<file path="config.mk">
export PLATFORM = sky130hd
export DESIGN_NAME = three_wire_register_access_master
export DESIGN_NICKNAME = d
export VERILOG_FILES = /design/src/rtl/twr_pkg.sv /design/src/rtl/twr_step.sv /design/src/rtl/three_wire_register_access_master.sv
export SDC_FILE = /design/constraint.sdc
export NUM_CORES = 1
export LEC_CHECK = 0
export BUFFER_PORTS_ARGS = -buffer_cell sky130_fd_sc_hd__clkbuf_2
export CAP_MARGIN = 20
export CORE_UTILIZATION = 40
export CTS_CLUSTER_SIZE = 12
export DETAILED_ROUTE_END_ITERATION = 6
export SLEW_MARGIN = 10
export SYNTH_ARGS = -nofsm -noshare
export SYNTH_HDL_FRONTEND = slang
export SYNTH_SLANG_ARGS = --single-unit
</file>
<file path="constraint.sdc">
create_clock -name clk -period 1.9 [get_ports clk]
set_input_delay 0.285 -clock clk [delete_from_list [all_inputs] [get_ports clk]]
set_output_delay 0.285 -clock clk [all_outputs]
set_load 0.01 [all_outputs]
</file>
<file path="src/rtl/twr_pkg.sv">
// Shared types and constants for the three-wire register access master.
`timescale 1ns / 1ps
`default_nettype none

package twr_pkg;

	localparam int unsigned ADDR_BITS = 7;
	localparam int unsigned DATA_BITS = 8;
	localparam int unsigned FRAME_BITS = ADDR_BITS + 1 + DATA_BITS;
	localparam int unsigned PHASE_BITS = 5;

	localparam logic [PHASE_BITS-1:0] LAST_TICK = 5'd31;

	// command codes
	localparam logic [1:0] CMD_TICK  = 2'd0;
	localparam logic [1:0] CMD_WRITE = 2'd1;
	localparam logic [1:0] CMD_READ  = 2'd2;

	typedef struct packed {
		logic                  active;
		logic [PHASE_BITS-1:0] phase;
		logic [FRAME_BITS-1:0] out_shift;
		logic                  is_read;
		logic [DATA_BITS-1:0]  in_shift;
	} state_t;

	typedef struct packed {
		logic [ADDR_BITS-1:0] address;
		logic [DATA_BITS-1:0] write_data;
		logic                 data_pin_in;
	} tick_in_t;

	typedef struct packed {
		logic                 rejected;
		logic                 done_res;
		logic [DATA_BITS-1:0] read_value;
		logic                 busy_res;
		logic                 data_line_drive;
		logic                 data_line_out;
		logic                 clock_line;
		logic                 latch_line;
	} result_t;

endpackage

`default_nettype wire

</file>
<file path="src/rtl/twr_step.sv">
// Per-tick access sequencing: next state and pin levels from the current state and one request.
`timescale 1ns / 1ps
`default_nettype none

module twr_step import twr_pkg::*; (
	input  wire logic [1:0] command,
	input  wire tick_in_t   tick_in,
	input  wire state_t     state,
	output state_t          state_next,
	output result_t         result
);

	logic                  start;
	logic                  rd;
	logic [FRAME_BITS-1:0] osh;
	logic [DATA_BITS-1:0]  ish;
	logic [DATA_BITS-1:0]  ish_n;
	logic [PHASE_BITS-1:0] t;
	logic [3:0]            bit_idx;
	logic                  high_half;
	logic                  data_phase;
	logic                  done;

	always_comb begin
		start = (command == CMD_WRITE) || (command == CMD_READ);

		// a start on an idle tick loads the frame and is already tick zero
		if (!state.active) begin
			rd  = (command == CMD_READ);
			osh = {tick_in.address, ~rd, rd ? {DATA_BITS{1'b0}} : tick_in.write_data};
			ish = '0;
			t   = '0;
		end else begin
			rd  = state.is_read;
			osh = state.out_shift;
			ish = state.in_shift;
			t   = state.phase;
		end

		bit_idx    = t[PHASE_BITS-1:1];
		high_half  = t[0];
		data_phase = bit_idx[3];
		done       = (t == LAST_TICK);

		ish_n = ish;
		if (rd && data_phase && !high_half) begin
			ish_n = {ish[DATA_BITS-2:0], tick_in.data_pin_in};
		end

		result                 = '0;
		result.latch_line      = data_phase;
		result.clock_line      = high_half;
		result.busy_res        = 1'b1;
		result.done_res        = done;
		result.rejected        = state.active && start;
		result.read_value      = (done && rd) ? ish_n : '0;
		if (rd && data_phase) begin
			result.data_line_drive = 1'b0;
			result.data_line_out   = 1'b0;
		end else begin
			result.data_line_drive = 1'b1;
			result.data_line_out   = osh[~bit_idx];
		end

		state_next.active    = !done;
		state_next.phase     = t + 5'd1;
		state_next.out_shift = osh;
		state_next.is_read   = rd;
		state_next.in_shift  = ish_n;

		// idle with no start: hold state, park all lines high
		if (!state.active && !start) begin
			state_next             = state;
			result                 = '0;
			result.latch_line      = 1'b1;
			result.clock_line      = 1'b1;
			result.data_line_out   = 1'b1;
			result.data_line_drive = 1'b1;
		end
	end

endmodule

`default_nettype wire

</file>
<file path="src/rtl/three_wire_register_access_master.sv">
// Top level of the three-wire register access master: input register, access state, result register.
//
//  channel  | dir | payload
//  ---------+-----+-------------------------------------------------------------
//  s_*      | in  | one tick request: tuser command, tdata address/data/pin level
//  m_*      | out | one tick result: pin levels, drive, busy, read byte, done, rejected
//
// One request per clock while m_tready does not stall; a request passes through the input
// register, then the step logic, then the result register on its way to m_*.
// The step logic between the access state and the result register is combinational.
// Reset clears the access state to idle and empties both registers.
// A stalled m_tready holds the result register and then the input register.
`timescale 1ns / 1ps
`default_nettype none

module three_wire_register_access_master import twr_pkg::*; (
	input  wire logic        clk,
	input  wire logic        arst_n,
	input  wire logic        s_tvalid,
	output logic             s_tready,
	input  wire logic [15:0] s_tdata,  // [6:0] address, [14:7] write_data, [15] data_pin_in
	input  wire logic [1:0]  s_tuser,  // [1:0] command
	output logic             m_tvalid,
	input  wire logic        m_tready,
	output logic [15:0]      m_tdata   // [0] latch_line, [1] clock_line, [2] data_line_out,
	                                   // [3] data_line_drive, [4] busy_res, [12:5] read_value,
	                                   // [13] done_res, [14] rejected, [15] zero
);

	logic       valid_s1;
	logic [1:0] command_s1;
	tick_in_t   tick_s1;
	result_t    result_s2;
	state_t     state_q;
	state_t     state_next;
	result_t    result;
	logic       advance;

	assign advance  = valid_s1 && (!m_tvalid || m_tready);
	assign s_tready = !valid_s1 || advance;

	always_ff @(posedge clk or negedge arst_n) begin
		if (!arst_n) begin
			valid_s1 <= 1'b0;
		end else if (s_tready) begin
			valid_s1 <= s_tvalid;
		end
	end

	always_ff @(posedge clk) begin
		if (s_tready && s_tvalid) begin
			command_s1          <= s_tuser;
			tick_s1.address     <= s_tdata[6:0];
			tick_s1.write_data  <= s_tdata[14:7];
			tick_s1.data_pin_in <= s_tdata[15];
		end
	end

	twr_step u_step (
		.command    (command_s1),
		.tick_in    (tick_s1),
		.state      (state_q),
		.state_next (state_next),
		.result     (result)
	);

	always_ff @(posedge clk or negedge arst_n) begin
		if (!arst_n) begin
			state_q  <= '0;
			m_tvalid <= 1'b0;
		end else if (advance) begin
			state_q  <= state_next;
			m_tvalid <= 1'b1;
		end else if (m_tready) begin
			m_tvalid <= 1'b0;
		end
	end

	always_ff @(posedge clk) begin
		if (advance) begin
			result_s2 <= result;
		end
	end

	assign m_tdata = {1'b0, result_s2};

endmodule

`default_nettype wire

</file>
==> results of run 1 <==
final cells by class:
class                           instances  share of cell area [%]
Clock buffer                           14                    4.78
Inverter                                6                   0.662
Multi-Input combinational cell        142                    27.0
Timing Repair Buffer                   54                    9.56
Clock inverter                          2                    1.03
Tap cell                               96                    3.53
Sequential cell                        66                    53.4
where the power goes:
part / total, uW / leakage [uW] / switching (uW) / internal [uW]
registers: 1940 / 0.000730 / 164 / 1770
clock network: 1160 / 0.000101 / 482 / 678
logic: 754 / 0.000640 / 367 / 387
registers in the layout, indices dropped and copies added (netlist names):
signal	count
command_s1	2
state_q	31
tick_s1	16
m_tvalid	1
m_tdata	15
valid_s1	1
cells by family after synthesis:
kind of cell,share of synthesized area [%]
buffers and inverters,3.17
adders and majority gates,1.79
and+or+nand+nor,14.7
AOI/OAI and AO/OA,9.03
muxes,6.26
other,0.134
DFF,64.9
repair_timing:
| item | 4_1_cts | 5_1_grt |
|---|---|---|
| endpoints found under the hold margin | 33 | 0 |
| setup endpoints to repair | 0 | 22 |
| hold buffers | 1 | 0 |
| resized for setup | 0 | 5 |
| buffers inserted | 0 | 1 |
routing by layer:
layer | up-vias | track usage [%]
met5 | - | 0
met3 | 8 | 5.29
li1 | 912 | -
met4 | 0 | 5.61
met2 | 50 | 24.3
met1 | 832 | 19.3
path summary, 6_finish.rpt:
kind / to / startpoint / cells after the start / slack (ps)
max: state_q[8] / command_s1[0] / 5 / 80
min: tick_s1[1] / s_tdata[7] / 1 / 130
max reg2reg: state_q[8] / command_s1[0] / 5 / 80
min reg2reg: state_q[18] / tick_s1[9] / 1 / 470
max in group asynchronous: state_q[25] / arst_n / 3 / 1050
min in group asynchronous: state_q[29] / arst_n / 3 / 530
per-stage QoR:
step           utilization [%]  power (uW)  worst slack, ps  instances
6_report                  50.1        3850             81.6        380
2_1_floorplan                -        2440             26.1        225
3_3_place_gp              46.4        2680              112        362
3_5_place_dp              46.4        2710             87.9        362
4_1_cts                   49.4        3890             54.9        379
5_1_grt                   50.1        4090             21.8        380
layout by cell type (no fill, tap or decap), drive strengths merged, types with 2 or more instances in the layout:
cell type  Yosys  routed
ha             4       4
edfxtp        33      33
clkbuf         6      52
nand2         42      42
mux4           3       3
a221o          7       7
and3           8       8
o21ai         15      15
dfrtp         33      33
inv            6       6
a22o           2       2
and2           3       3
nor2           5       5
a21oi         14      14
buf            5      15
nor2b          3       3
nand3          5       5
nor3b          3       3
mux2           8       8
nand2b        10      10
==> out/metrics.yaml, run 1 <==
run_status:
  outcome: "completed"
clocking:
  clk_path_buf_depth: 2
  clk_latency_ps: 330
  htree_levels: 3
  cts.sinks: 66
  cts_tree: "built"
  root_buffer: "clkbuf_8"
  clkSlewWorstSetupHoldPaths_ps: 60
  cts_inserted_buffers: 9
cells_and_area:
  drive_gt1_share_pct: 29.9
  multi_input_area_sq_um: 920
  fin_nets: 305
  fin_area_sq_um: 3400
  syn_to_final_growth_pct: 21.5
  diodes: 0
  fillers: 606
  regArea_sq_um: 1820
die:
  core_area_sq_um: 6790
  start_util_pct: 41.2
  die_w_microns: 85.7
  std_cell_rows: 30
  dieArea_sq_um: 7340
  die_h_microns: 85.7
  num_io_pins: 40
global_routing:
  overflow: 0
  grt_max_degree: 34
  antenna_found_initial: 0
  grt_pass1_vias: 1813
  grt_pass1_wl_mm: 8.46
  grt.total_usage_pct: 15.2
place:
  dp_hpwl_mm: 3.32
  portBuffers: 38
  place_area_sq_um: 3150
  place_congestion: 0.740
yosys:
  yosysWarnings: 0
  netlist_top_cells_area: "edfxtp_1 35%, dfrtp_1 29%, nand2_1 5.6%, o21ai_0 2.7%, a21oi_1 2.5%"
  ys_ff_latch: 66
  ys_async_sr_fraction_pct: 50.0
  netlist_top_cells_count: "42 x nand2_1, 33 x dfrtp_1, 33 x edfxtp_1"
  syn_area_sq_um: 2800
  synth.most_common_cell: "nand2_1"
  syn_area_per_cell_sq_um: 12.4
  synth.top_cell.area_share_pct: 35.4
  syn_inst: 225
  synth_largest_area_cell: "edfxtp_1"
  synth_nets: 251
  seq_area_frac_synth_pct: 64.9
  synth_top_flop_cell: "edfxtp_1"
  synth_edf_count: 33
  ys_types: 35
sta:
  layout_worst_path_cycle_share_pct: 95.7
  finalSetupTns_ps: 0
  fmax_ghz: 0.550
  drv_slew: 0
  worst_pin_slew_ps: 796
  finalClockSkew_ps: 4.90
  slew_headroom_pct: 46.9
  setup_viol: 0
  hold_ws_ps: 130
  rsz0062_at_grt: "no"
  fin_crit_ps: 1820
  finalHoldViolCount: 0
drt:
  dr_wl_met3_microns: 219
  met1Wirelength_mm: 2.22
  wl_mm: 4.84
  drt-pass1-iter-count: 4
  top_layer: "met4"
  drt_iter0_markers: 147
  drc: 0
  vias: 1802
  wl_met2_mm: 2.34
  via_per_inst: 4.74
  ant_nets: 0
  wl_per_cell_microns: 12.7
worst_setup_path:
  path_class: "flop to flop"
  cp_cell_sequence: "inv_1 -> ha_4 -> or4_4 -> buf_12 -> mux2_4"
  critPathBufInv: 2
  required_ps: 2110
  cp_slowest_stage_delay_ps: 540
  critical_path_arrival_ps: 2030
  cp-end-kind: "flop"
  crit_family: "simple AND/OR/NAND/NOR gates"
  crit_fanout: 8
  critical-path-slowest-cell: "or4_4"
  startpoint_type: "flop"
pwr:
  leakagePower_uw: 0.00147
  power.density_nw_per_um2: 1130
  ir_drop_v: 0.000616
worst_hold_path:
  worstHoldPathType: "primary input to flop"
run:
  maxCapViolCount: 0
Note: power is estimated with default switching activity, not from simulation.
==> run 2, diff against run 1 <==
SYNTH_HIERARCHICAL = 1   (was default)
==> out/metrics.yaml, run 2 <==
clocking:
  cts_tree: "built"
  clk_latency_ps: 340
  root_buffer: "clkbuf_8"
  cts_inserted_buffers: 9
  htree_levels: 3
  clk_path_buf_depth: 2
  cts.sinks: 66
  clkSlewWorstSetupHoldPaths_ps: 70
  postCtsSetupBuffers: 0
worst_setup_path:
  critical_path_arrival_ps: 2020
  crit_fanout: 7
  r2r_start: "state_q[30]"
  critical-path-slowest-cell: "dfrtp_1"
  path_class: "flop to flop"
  startpoint_type: "flop"
  startpoint: "state_q[30]"
  crit_family: "simple AND/OR/NAND/NOR gates"
  cp_slowest_stage_delay_ps: 430
  cp-end-kind: "flop"
  critPathBufInv: 0
  required_ps: 2120
  cp_cell_sequence: "and2_1 -> ha_4 -> nand2_2 -> nor2_1 -> ha_2 -> nand3_2 -> and2b_2"
yosys:
  ys_async_sr_fraction_pct: 50.0
  synth_top_flop_cell: "edfxtp_1"
  ys_ff_latch: 66
  yosysWarnings: 6
  syn_area_per_cell_sq_um: 12.7
  netlist_top_cells_count: "50 x nand2_1, 33 x dfrtp_1, 33 x edfxtp_1"
  seq_area_frac_synth_pct: 55.3
  syn_area_sq_um: 3290
  ys_types: 37
  synth_edf_count: 33
  synth_nets: 284
  synth.top_cell.area_share_pct: 30.1
  synth_largest_area_cell: "edfxtp_1"
  synth.most_common_cell: "nand2_1"
  netlist_top_cells_area: "edfxtp_1 30%, dfrtp_1 25%, mux2_4 13%, nand2_1 5.7%, mux2_2 3.8%"
  syn_inst: 258
global_routing:
  grt_max_degree: 19
  overflow: 0
  grt_pass1_wl_mm: 9.65
  antenna_found_initial: 0
  grt_pass1_vias: 1981
  grt.total_usage_pct: 15.0
cells_and_area:
  layout_common_cells: "49 x nand2_1, 38 x clkbuf_2, 33 x edfxtp_1, 33 x dfrtp_1, 29 x mux2_4"
  fillers: 728
  largest_reg_flops: 31
  regMostFlops: "state_q"
  final_common_cell: "nand2_1"
  syn_to_final_growth_pct: 18.6
  fin_nets: 336
  final_util_pct: 49.7
  drive_gt1_share_pct: 39.4
  diodes: 0
worst_hold_path:
  worstHoldStart: "s_tdata[12]"
  worstHoldPathType: "primary input to flop"
die:
  die_h_microns: 92.7
  dieArea_sq_um: 8590
  start_util_pct: 41.9
  die_w_microns: 92.7
  num_io_pins: 40
  core_area_sq_um: 7850
  std_cell_rows: 32
pwr:
  power.density_nw_per_um2: 1240
  finalPower_uw: 4830
  leakagePower_uw: 0.00179
  ir_drop_v: 0.000486
run_status:
  outcome: "completed"
drt:
  via_per_inst: 5.01
  vias: 2091
  drt-pass1-iter-count: 4
  drt_iter0_markers: 126
  drc: 0
  wl_per_cell_microns: 14.1
  ant_nets: 0
  wl_mm: 5.89
sta:
  finalClockSkew_ps: 9.46
  slew_headroom_pct: 56.1
  rsz0062_at_grt: "no"
  finalHoldViolCount: 0
  layout_worst_path_cycle_share_pct: 94.6
  setup_slack_ps: 102
  drv_slew: 0
  setup_viol: 0
  worst_pin_slew_ps: 657
  fin_crit_ps: 1800
  fmax_ghz: 0.556
place:
  dp_hpwl_mm: 4.03
  dp_slack_ps: -8.82
  place_congestion: 0.788
  portBuffers: 38
run:
  maxCapViolCount: 0
==> run 2: layer usage <==
| metal | track usage [%] | vias up | part of all wire, % |
|---|---|---|---|
| met4 | 7.82 | 0 | 2.3 |
| met1 | 18.8 | 1011 | 46 |
| li1 | - | 1010 | - |
| met5 | 0 | - | 0 |
| met3 | 4.60 | 14 | 4.9 |
| met2 | 23.4 | 56 | 47 |
==> run 2: metrics by stage <==
stage	hold slack, ps	cells	setup TNS, ps	instance area (sq um)
2_1_floorplan	-10.6	258	0	3330
3_3_place_gp	276	400	0	3660
3_5_place_dp	276	400	-8.82	3660
4_1_cts	101	417	0	3890
5_1_grt	92.9	417	0	3900
6_report	111	417	0	3900
==> run 2: final cells by class <==
cell class                 count  area (sq um)  share of cell area, %
timing repair buffer          54           325                   8.34
tap                          102           128                   3.27
clock inverter                 4          75.1                   1.92
multi-input combinational    173          1390                   35.6
inverter                       6          22.5                  0.577
clock buffer                  12           145                   3.72
sequential                    66          1820                   46.6
==> run 2: power by group <==
part / internal, uW / switching (uW)
clock network: 776 / 536
registers: 1810 / 201
logic: 816 / 691
==> run 2: what timing repair did <==
item,CTS,global route
endpoints found under the setup margin,3,6
endpoints found under the hold margin,17,0
hold buffers,1,0
gates resized for setup,1,2
==> run 2: final timing paths <==
check | end | slack, ps | depth (start not counted)
worst max-delay path | m_tdata[7] | 100 | 7
worst min-delay path | tick_s1[6] | 110 | 1
worst max register to register | m_tdata[7] | 100 | 7
worst min register to register | state_q[7] | 540 | 1
max in group asynchronous | state_q[25] | 970 | 3
min in group asynchronous | state_q[3] | 440 | 2
==> run 2: logic make-up (layout without fill, tap and decap cells) <==
group	after synthesis	after routing	synth area share (%)
DFF	66	66	55.3
adders and majority gates	4	4	1.52
muxes	47	47	19.1
and+or+nand+nor	97	97	15.2
AOI/OAI and AO/OA	24	24	5.06
buffers and inverters	19	76	3.73
other	1	1	0.114
==> run 3, diff against run 2 <==
SETUP_SLACK_MARGIN = 0.5   (was default)
clock period = 2.04 ns   (was 1.9 ns; I/O delays follow)
==> out/metrics.yaml, run 3 (synthesis gave the netlist of run 2 again) <==
place:
  place_congestion: 0.814
  dp_hpwl_mm: 4.02
  place_area_sq_um: 3670
  portBuffers: 38
clocking:
  cts.sinks: 66
  root_buffer: "clkbuf_8"
  clk_latency_ps: 350
  cts_inserted_buffers: 9
  cts_tree: "built"
  clk_path_buf_depth: 2
  htree_levels: 3
  clkSlewWorstSetupHoldPaths_ps: 80
worst_setup_path:
  cp-end-kind: "flop"
  critical-path-slowest-cell: "dfrtp_2"
  startpoint_type: "flop"
  cp_cell_sequence: "and2_4 -> ha_4 -> nand2_2 -> nor2_1 -> ha_2 -> nand3_4 -> and2b_2"
  cp_slowest_stage_delay_ps: 470
  required_ps: 2150
  critical_path_arrival_ps: 1800
  path_class: "flop to flop"
  crit_fanout: 7
cells_and_area:
  fin_area_sq_um: 4360
  regMostFlops: "state_q"
  largest_reg_flops: 31
  final_common_cell: "clkbuf_2"
  diodes: 0
  syn_to_final_growth_pct: 32.5
  layout_common_cells: "38 x clkbuf_2, 36 x mux2_4, 35 x nand2_1"
  fin_nets: 364
  drive_gt1_share_pct: 53.6
pwr:
  finalPower_uw: 4960
  internal-power_uw: 3400
  ir_drop_v: 0.000455
  switchingPower_uw: 1560
  power.density_nw_per_um2: 1140
  p_seq_share_pct: 38.9
  swShare_pct: 31.4
  combinationalPowerShare_pct: 36.0
  leakagePower_uw: 0.00200
  clkPwrFrac_pct: 25.1
die:
  die_h_microns: 92.7
  num_io_pins: 40
  start_util_pct: 41.9
  core_area_sq_um: 7850
  dieArea_sq_um: 8590
  std_cell_rows: 32
  die_w_microns: 92.7
sta:
  rsz0062_at_grt: "yes"
  finalClockSkew_ps: 7.24
  setup_viol: 0
  finalHoldViolCount: 0
  fin_crit_ps: 1690
  drv_slew: 0
  hold_ws_ps: 123
  layout_worst_path_cycle_share_pct: 83.0
  fmax_ghz: 0.591
  finalSetupTns_ps: 0
drt:
  wl_per_cell_microns: 15.6
  via_per_inst: 4.94
  ant_nets: 0
  drt_iter0_markers: 186
  wl_mm: 6.93
  vias: 2198
  drc: 0
  drt-pass1-iter-count: 4
global_routing:
  grt_pass1_wl_mm: 10.5
  grt.total_usage_pct: 16.4
  grt_max_degree: 19
  grt_pass1_vias: 2053
  antenna_found_initial: 0
  overflow: 0
worst_hold_path:
  worstHoldPathType: "primary input to flop"
run:
  maxCapViolCount: 0
run_status:
  outcome: "completed"
run 3: cell count changes in the layout (fill, tap and decap cells not counted), moves of 3 or more:
cell     previous run  this run
mux2_4             29        36
buf_12              1         4
dfrtp_2             0         4
mux2_2             11         4
dfrtp_1            33        29
or2_4               0         5
nand2_1            49        35
buf_4              14        24
nand2_2             1        14
buf_6               0        12
run 3: repair_timing:
action,4_1_cts,5_1_grt
endpoints found under the setup margin,43,42
gates cloned,2,3
endpoints found under the hold margin,6,0
hold buffers,1,0
buffers inserted,19,6
gates resized for setup,24,39
pin swaps,10,26
run 3: worst paths after layout:
| kind | startpoint | to | slack, ps | cells past startpoint |
|---|---|---|---|---|
| min reg2reg | state_q[23] | state_q[23] | 540 | 1 |
| min | s_tdata[12] | tick_s1[6] | 120 | 1 |
| min in group asynchronous | arst_n | state_q[6] | 340 | 2 |
| max in group asynchronous | arst_n | state_q[27] | 1210 | 3 |
| max | state_q[30] | m_tdata[7] | 350 | 7 |
| max reg2reg | state_q[30] | m_tdata[7] | 350 | 7 |
run 3: metal layers:
layer / track usage, % / part of all wire, % / routed length, microns
met2: 25.1 / 48 / 3340
met3: 4.93 / 4.3 / 301
met4: 7.31 / 1.4 / 97
met1: 21.5 / 46 / 3190
met5: 0 / 0 / 0
run 3: area by class of cell:
class                   count  area (sq um)
clock buffers               9           124
clock inverters             7           101
fillers                   681          3490
inverters                   6          25.0
multi-input cells         176          1560
flip-flops and latches     66          1820
well taps                 102           128
repair buffers             79           596
run 3: power by group through the flow:
stage                     Sequential [uW]  Combinational, uW  Clock [uW]
after CTS                            1910               1620        1280
after global placement               1950               1320           0
after floorplan                      1900               1080           0
after global routing                 1970               1920        1320
final                                1930               1790        1240
after detailed placement             1950               1340           0
run 3: critical path: cells and delay by family (launching register included):
family | cells | cell delay, ps
adders and majority gates | 2 | 370
and+or+nand+nor | 5 | 590
DFF | 1 | 470
run 3: through the flow:
step / instances / utilization, % / setup slack (ps)
floorplan: 258 / - / 145
global placement: 398 / 46.8 / 155
detailed placement: 398 / 46.8 / 150
CTS: 436 / 53.0 / 350
global route: 445 / 55.5 / 300
finish: 445 / 55.5 / 348
